[src/design/cma_pkg.sv]
// ----------------------------------------------------------------------------
// cma_pkg
// Shared types, codes and defaults of the correlation matrix accumulator.
// ----------------------------------------------------------------------------
package cma_pkg;

    // Defaults for the top-level parameters
    localparam int MaxFeatures = 32;
    localparam int SampleWidth = 16;
    localparam int AccWidth    = 48;

    // Fixed field widths
    localparam int OpWidth   = 2;
    localparam int PortIdxW  = 6;
    localparam int CfgWidth  = 6;
    localparam int DampWidth = 16;
    localparam int DampFrac  = 15;

    // Internal index width (holds 0..64) and sweep counter width (65*65 entries)
    localparam int IdxW   = 7;
    localparam int SweepW = 13;

    localparam logic [CfgWidth-1:0] FeatureCountReset = 6'd32;

    // Operation codes
    localparam logic [OpWidth-1:0] OP_LOAD  = 2'd0;
    localparam logic [OpWidth-1:0] OP_DAMP  = 2'd1;
    localparam logic [OpWidth-1:0] OP_READ  = 2'd2;
    localparam logic [OpWidth-1:0] OP_CLEAR = 2'd3;

    // Result kinds
    localparam logic [OpWidth-1:0] KIND_UPDATE = 2'd0;
    localparam logic [OpWidth-1:0] KIND_DAMP   = 2'd1;
    localparam logic [OpWidth-1:0] KIND_READ   = 2'd2;
    localparam logic [OpWidth-1:0] KIND_CLEAR  = 2'd3;

    // Matrix address sources
    localparam logic [1:0] ADDR_RC    = 2'd0;
    localparam logic [1:0] ADDR_CR    = 2'd1;
    localparam logic [1:0] ADDR_SWEEP = 2'd2;

    // Matrix write data sources
    localparam logic [1:0] WD_ZERO = 2'd0;
    localparam logic [1:0] WD_RE   = 2'd1;
    localparam logic [1:0] WD_IM   = 2'd2;
    localparam logic [1:0] WD_DAMP = 2'd3;

    typedef struct packed {
        logic                vec_we;
        logic                vec_rd_row;
        logic                xr_load;
        logic                prod_load;
        logic                cap_a;
        logic                cap_b;
        logic                cap_val;
        logic                damp_cap;
        logic                damp_load;
        logic                mat_we;
        logic [1:0]          rd_sel;
        logic [1:0]          wr_sel;
        logic [1:0]          wdata_sel;
        logic [IdxW-1:0]     row;
        logic [IdxW-1:0]     col;
        logic [SweepW-1:0]   sweep;
        logic                out_load;
        logic                out_zero;
        logic [OpWidth-1:0]  kind;
    } t_cmd;

    typedef struct packed {
        logic [IdxW-1:0] feature_count;
    } t_status;

endpackage

[src/design/cma_ctrl.sv]
// ----------------------------------------------------------------------------
// cma_ctrl
// Controller: sequences loads, triangle updates, damping, reads and clears.
// ----------------------------------------------------------------------------
module cma_ctrl #(
    parameter int MAX_FEATURES = cma_pkg::MaxFeatures
) (
    input  logic                          i_clk,
    input  logic                          i_rst_n,
    input  logic                          i_valid,
    output logic                          o_ready,
    input  logic [cma_pkg::OpWidth-1:0]   i_op,
    input  logic [cma_pkg::PortIdxW-1:0]  i_element_index,
    input  logic [cma_pkg::PortIdxW-1:0]  i_read_row,
    input  logic [cma_pkg::PortIdxW-1:0]  i_read_col,
    output logic                          o_valid,
    input  logic                          i_ready,
    input  cma_pkg::t_status              i_status,
    output cma_pkg::t_cmd                 o_cmd
);

    localparam int Dim     = MAX_FEATURES + 1;
    localparam int Entries = Dim * Dim;
    localparam logic [cma_pkg::SweepW-1:0] LastEntry = cma_pkg::SweepW'(Entries - 1);
    localparam logic [cma_pkg::IdxW-1:0]   MaxIdx    = cma_pkg::IdxW'(MAX_FEATURES);

    localparam logic [3:0] S_INIT   = 4'd0;
    localparam logic [3:0] S_IDLE   = 4'd1;
    localparam logic [3:0] S_CLR    = 4'd2;
    localparam logic [3:0] S_ROW    = 4'd3;
    localparam logic [3:0] S_ROWL   = 4'd4;
    localparam logic [3:0] S_UP_RD  = 4'd5;
    localparam logic [3:0] S_UP_MUL = 4'd6;
    localparam logic [3:0] S_UP_WRE = 4'd7;
    localparam logic [3:0] S_UP_WRI = 4'd8;
    localparam logic [3:0] S_DM_RD  = 4'd9;
    localparam logic [3:0] S_DM_MUL = 4'd10;
    localparam logic [3:0] S_DM_WR  = 4'd11;
    localparam logic [3:0] S_RD     = 4'd12;
    localparam logic [3:0] S_RDL    = 4'd13;
    localparam logic [3:0] S_DONE   = 4'd14;

    logic [3:0]                   r_state, n_state;
    logic [cma_pkg::IdxW-1:0]     r_row, n_row;
    logic [cma_pkg::IdxW-1:0]     r_col, n_col;
    logic [cma_pkg::SweepW-1:0]   r_sweep, n_sweep;
    logic [cma_pkg::OpWidth-1:0]  r_kind, n_kind;
    logic                         r_oob, n_oob;
    logic                         r_out_valid, n_out_valid;

    logic                         accept;
    logic [cma_pkg::IdxW-1:0]     idx_ext, row_ext, col_ext, fcnt;
    logic                         rd_oob;
    cma_pkg::t_cmd                cmd;

    assign accept  = i_valid && (r_state == S_IDLE);
    assign idx_ext = {1'b0, i_element_index};
    assign row_ext = {1'b0, i_read_row};
    assign col_ext = {1'b0, i_read_col};
    assign fcnt    = i_status.feature_count;
    assign rd_oob  = (row_ext > MaxIdx) || (col_ext > MaxIdx);

    // Next state and commands
    always_comb begin
        n_state     = r_state;
        n_row       = r_row;
        n_col       = r_col;
        n_sweep     = r_sweep;
        n_kind      = r_kind;
        n_oob       = r_oob;
        cmd         = '0;
        cmd.row     = r_row;
        cmd.col     = r_col;
        cmd.sweep   = r_sweep;
        cmd.kind    = r_kind;
        cmd.out_zero = (r_kind != cma_pkg::KIND_READ) || r_oob;
        cmd.vec_we  = accept && (i_op == cma_pkg::OP_LOAD) && (idx_ext <= fcnt);
        case (r_state)
            S_INIT, S_CLR: begin
                cmd.mat_we    = 1'b1;
                cmd.wr_sel    = cma_pkg::ADDR_SWEEP;
                cmd.wdata_sel = cma_pkg::WD_ZERO;
                if (r_sweep == LastEntry) begin
                    n_sweep = '0;
                    n_state = (r_state == S_INIT) ? S_IDLE : S_DONE;
                end else begin
                    n_sweep = r_sweep + cma_pkg::SweepW'(1);
                end
            end
            S_IDLE: begin
                if (i_valid) begin
                    case (i_op)
                        cma_pkg::OP_LOAD: begin
                            if (idx_ext == fcnt) begin
                                n_kind  = cma_pkg::KIND_UPDATE;
                                n_row   = '0;
                                n_col   = '0;
                                n_state = S_ROW;
                            end
                        end
                        cma_pkg::OP_DAMP: begin
                            cmd.damp_cap = 1'b1;
                            n_kind  = cma_pkg::KIND_DAMP;
                            n_sweep = '0;
                            n_state = S_DM_RD;
                        end
                        cma_pkg::OP_READ: begin
                            n_kind  = cma_pkg::KIND_READ;
                            n_oob   = rd_oob;
                            n_row   = rd_oob ? '0 : row_ext;
                            n_col   = rd_oob ? '0 : col_ext;
                            n_state = S_RD;
                        end
                        default: begin
                            n_kind  = cma_pkg::KIND_CLEAR;
                            n_sweep = '0;
                            n_state = S_CLR;
                        end
                    endcase
                end
            end
            S_ROW: begin
                cmd.vec_rd_row = 1'b1;
                n_state = S_ROWL;
            end
            S_ROWL: begin
                cmd.xr_load = 1'b1;
                n_state = S_UP_RD;
            end
            S_UP_RD: begin
                cmd.rd_sel = cma_pkg::ADDR_RC;
                n_state = S_UP_MUL;
            end
            S_UP_MUL: begin
                cmd.prod_load = 1'b1;
                cmd.cap_a     = 1'b1;
                cmd.rd_sel    = cma_pkg::ADDR_CR;
                n_state = S_UP_WRE;
            end
            S_UP_WRE: begin
                cmd.cap_b     = 1'b1;
                cmd.mat_we    = 1'b1;
                cmd.wr_sel    = cma_pkg::ADDR_RC;
                cmd.wdata_sel = cma_pkg::WD_RE;
                n_state = S_UP_WRI;
            end
            S_UP_WRI: begin
                // diagonal carries no imaginary part
                cmd.mat_we    = (r_row != r_col);
                cmd.wr_sel    = cma_pkg::ADDR_CR;
                cmd.wdata_sel = cma_pkg::WD_IM;
                if (r_col == fcnt) begin
                    if ((r_row + cma_pkg::IdxW'(1)) == fcnt) begin
                        n_state = S_DONE;
                    end else begin
                        n_row   = r_row + cma_pkg::IdxW'(1);
                        n_col   = r_row + cma_pkg::IdxW'(1);
                        n_state = S_ROW;
                    end
                end else begin
                    n_col   = r_col + cma_pkg::IdxW'(1);
                    n_state = S_UP_RD;
                end
            end
            S_DM_RD: begin
                cmd.rd_sel = cma_pkg::ADDR_SWEEP;
                n_state = S_DM_MUL;
            end
            S_DM_MUL: begin
                cmd.damp_load = 1'b1;
                n_state = S_DM_WR;
            end
            S_DM_WR: begin
                cmd.mat_we    = 1'b1;
                cmd.wr_sel    = cma_pkg::ADDR_SWEEP;
                cmd.wdata_sel = cma_pkg::WD_DAMP;
                if (r_sweep == LastEntry) begin
                    n_sweep = '0;
                    n_state = S_DONE;
                end else begin
                    n_sweep = r_sweep + cma_pkg::SweepW'(1);
                    n_state = S_DM_RD;
                end
            end
            S_RD: begin
                cmd.rd_sel = cma_pkg::ADDR_RC;
                n_state = S_RDL;
            end
            S_RDL: begin
                cmd.cap_val = 1'b1;
                n_state = S_DONE;
            end
            S_DONE: begin
                if (!r_out_valid || i_ready) begin
                    cmd.out_load = 1'b1;
                    n_state = S_IDLE;
                end
            end
            default: begin
                n_state = S_IDLE;
            end
        endcase
    end

    // Set, hold or drop the result flag
    always_comb begin
        if (cmd.out_load) begin
            n_out_valid = 1'b1;
        end else if (i_ready) begin
            n_out_valid = 1'b0;
        end else begin
            n_out_valid = r_out_valid;
        end
    end

    // Control registers
    always_ff @(posedge i_clk) begin
        if (!i_rst_n) begin
            r_state     <= S_INIT;
            r_row       <= '0;
            r_col       <= '0;
            r_sweep     <= '0;
            r_kind      <= cma_pkg::KIND_UPDATE;
            r_oob       <= 1'b0;
            r_out_valid <= 1'b0;
        end else begin
            r_state     <= n_state;
            r_row       <= n_row;
            r_col       <= n_col;
            r_sweep     <= n_sweep;
            r_kind      <= n_kind;
            r_oob       <= n_oob;
            r_out_valid <= n_out_valid;
        end
    end

    assign o_ready = (r_state == S_IDLE);
    assign o_valid = r_out_valid;
    assign o_cmd   = cmd;

`ifndef ASSERT_OFF
    a_reset_clears: assert property (@(posedge i_clk) !i_rst_n |=> r_state == S_INIT)
        else $error("reset does not start the clearing pass");
    a_no_overwrite: assert property (@(posedge i_clk) disable iff (!i_rst_n)
        cmd.out_load |-> (!r_out_valid || i_ready))
        else $error("result register overwritten while held");
    a_upper_triangle: assert property (@(posedge i_clk) disable iff (!i_rst_n)
        (r_state == S_UP_RD) |-> (r_col >= r_row) && (r_col <= fcnt))
        else $error("update column outside the triangle");
    a_idle_no_write: assert property (@(posedge i_clk) disable iff (!i_rst_n)
        (r_state == S_IDLE) |-> !cmd.mat_we)
        else $error("matrix written while idle");
`endif

endmodule

[config.mk]
export PLATFORM = sky130hd
export DESIGN_NAME = cma_ctrl
export DESIGN_NICKNAME = d
export VERILOG_FILES = /design/src/design/cma_pkg.sv /design/src/design/cma_ctrl.sv
export SDC_FILE = /design/constraint.sdc
export NUM_CORES = 1
export LEC_CHECK = 0
export ABC_AREA = 1
export ABC_CLOCK_PERIOD_IN_PS = 4800
export BUFFER_PORTS_ARGS = -buffer_cell sky130_fd_sc_hd__buf_2
export CORE_UTILIZATION = 58
export CTS_CLUSTER_SIZE = 20
export DETAILED_ROUTE_END_ITERATION = 7
export MAX_ROUTING_LAYER = met4
export PLACE_DENSITY = 0.89
export SLEW_MARGIN = 5
export SYNTH_ARGS = -nofsm -noshare
export SYNTH_HDL_FRONTEND = slang
export SYNTH_SLANG_ARGS = --single-unit
[constraint.sdc]
create_clock -name i_clk -period 4.8 [get_ports i_clk]
set_input_delay 0.96 -clock i_clk [delete_from_list [all_inputs] [get_ports i_clk]]
set_output_delay 0.96 -clock i_clk [all_outputs]
set_load 0.03 [all_outputs]
==> results.ini <==
[synthesis]
synthCells=528
synth_cell_types=34
syn_avg_cell_area_um2=5.950
synth_seq_cells=35
synth_top_area_cell=dfxtp_1
synthesis.area_um2=3142
netlist.area_leader.share_pct=22.30
synth-seq-area-share_pct=22.30
synth_flop_cell=dfxtp_1
yosysMostFrequentCell=nand2_1
synth_enable_flop_cells=0
ys_warn_count=0
synth_nets=574
postSynth.asyncResetShare_pct=0
synth_common_cells=nand2_1 (128), nor2_1 (82), inv_1 (80)
yosys-top-cells-area=dfxtp_1 (22%), nand2_1 (15%), nor2_1 (9.8%)

[cts]
cts_buffer_depth=2
cts_tree=built
postCtsSetupBuffers=0
clock_sinks=35
cts_root_buf=clkbuf_8
clkSlewWorstSetupHoldPaths_ns=0.07
post_cts_resize_count=0
cts_buffers=5
htreeDepth=2
postCtsHoldBufs=0
worstSkewPairLatency_ns=0.29

[sta]
worst_hold_slack_ns=0.5144
finalHoldViolations=0
max_freq_ghz=0.2963
fin_crit_ns=3.375
fin_crit_sh_pct=70.31
finalSetupTns_ns=0
drv_slew=0
setup_viol=0
relSlewSlack_pct=46.26
tightest_slew_ns=0.8042
rsz0062_at_grt=false
setup_ws_ns=1.425
fin_skew_ns=0.01242

[layout]
diodes=0
fin_util_pct=69.79
fin_nets=644
area_growth_pct=14.89
layout-drive-gt1-share_pct=19.23

[floorplanning]
initial_core_util_pct=60.74
rows=26
die_h_um=75.60
chipWidth_um=75.60
io_pins=80
coreArea_um2=5172
die_area_um2=5715

[worst_setup_path]
cp.arrival_ns=2.41
crit_required_ns=3.84
criticalPathCategory=input pin to output pin
path_common_cell=buf_2
crit_start=i_status[2]
cp_slowest_stage_delay_ns=0.30
crit_fanout=3
crit_chain=buf_2 -> inv_1 -> ha_1 -> a21oi_1 -> o21ai_0 -> nand2_1 -> o211ai_1 -> a211oi_1 -> buf_2
critPathLaunchType=input pin
critPathSlowestCell=ha_1
reg2reg_from=r_state[0]$_SDFFE_PN0P_
end_kind=output pin

[pwr]
p_total_mw=0.5954
clockPowerShare_pct=37.6
power_switching_mw=0.1613
ir_drop_mv=0.1499
power_frac_comb_pct=12.8
p_int_mw=0.4341
powerDensity_nw_per_um2=165.0
power_leakage_nw=1.882
switching_share_pct=27.09
seq_power_share_pct=49.6

[placed_design]
hpwl_um=6761
portBuffers=79
gp_congestion=0.9866
place_worst_setup_slack_ns=1.464

[detailed_routing]
wl_per_cell_um=12.97
wirelength_um=8662
drtPass1Iterations=5
viasPerCell=5.407
route.detailed.drc=0
ant_nets=0
routed-via-count=3612
drt_iter0_drc=319

[global_route]
grt_pass1_vias=3122
grt_max_degree=24
grt_pass1_wl_um=13430
antenna_found_initial=0
grt_overflow=0
track_usage_pct=32.03

[worst_hold_path]
hp-class=flip-flop to flip-flop
min_from=r_sweep[0]$_SDFFE_PN0P_

[flow_run]
drv_cap=0

[run_status]
status=complete, no violations

routing by layer:
metal	part of all wire [%]	vias up	wire length [um]	GRT usage, %
li1	-	1806	-	-
met1	42	1617	3625	35.32
met2	48	153	4128	55.26
met3	6.3	36	550	5.952
met4	4.1	0	358	16.05
met5	0	-	0	-
power groups by stage:
| stage | sequential (mW) | clock [mW] | combinational (mW) |
|---|---|---|---|
| finish | 0.295 | 0.224 | 0.0762 |
| global route | 0.296 | 0.234 | 0.0849 |
| CTS | 0.295 | 0.222 | 0.0754 |
| detailed placement | 0.302 | 0 | 0.0749 |
| global placement | 0.302 | 0 | 0.0721 |
| floorplan | 0.306 | 0 | 0.0425 |
flip-flops by register name, indices dropped and copies added, names as in the netlist:
name	count
r_row	7
r_col	7
o_valid	1
r_kind	2
r_oob	1
r_sweep	13
r_state	4
layout make-up:
cell class | instances | area, um2
well taps | 70 | 87.58
flip-flops and latches | 35 | 700.7
multi-input cells | 391 | 2016
clock inverters | 1 | 5.005
fillers | 469 | 1563
clock buffers | 6 | 82.58
inverters | 86 | 322.8
repair buffers | 79 | 395.4
cell usage in the layout (no fill, tap or decap), types with 4 or more instances in the layout:
master    instances
a21oi_1          21
buf_2            79
clkbuf_8          6
dfxtp_1          35
ha_1             15
inv_1            80
inv_2             6
nand2_1         128
nand2_2           8
nand3_1          40
nand3_2           5
nand4_1          14
nor2_1           82
nor2_4            4
nor3_1           14
o21ai_0          20
o22ai_1           4
xnor2_1           5
xor2_1           15
worst max-delay path, delay by kind of cell:
kind | cells | cell delay, ns
AO/OA/AOI/OAI | 4 | 0.67
buffers and inverters | 3 | 0.41
AND/OR/NAND/NOR | 1 | 0.07
adder cells (fa/ha/maj) | 1 | 0.30
kinds of logic (layout without fill, tap and decap cells):
kind of cell,count (synthesis),after routing,synth area share (%)
AOI/OAI and AO/OA,56,56,10.28
xor gates and xnor gates,20,20,5.576
adders and majority gates,15,15,5.974
buffers and inverters,102,172,13.54
DFF,35,35,22.30
and+or+nand+nor,300,300,42.33
path summary, 6_finish.rpt:
| path | depth (start not counted) | end | slack (ns) |
|---|---|---|---|
| worst min register to register | 2 | r_sweep[0]$_SDFFE_PN0P_ | 0.51 |
| worst max register to register | 7 | r_row[4]$_SDFFE_PN0P_ | 2.38 |
| worst max-delay path | 9 | o_cmd[46] | 1.43 |
| worst min-delay path | 2 | r_sweep[0]$_SDFFE_PN0P_ | 0.51 |
per-stage QoR:
step,cells,area [um2]
2_1_floorplan,528,3142
3_3_place_gp,661,3522
3_5_place_dp,661,3522
4_1_cts,668,3610
5_1_grt,668,3610
6_report,668,3610
Note: power is estimated with default switching activity, not from simulation.
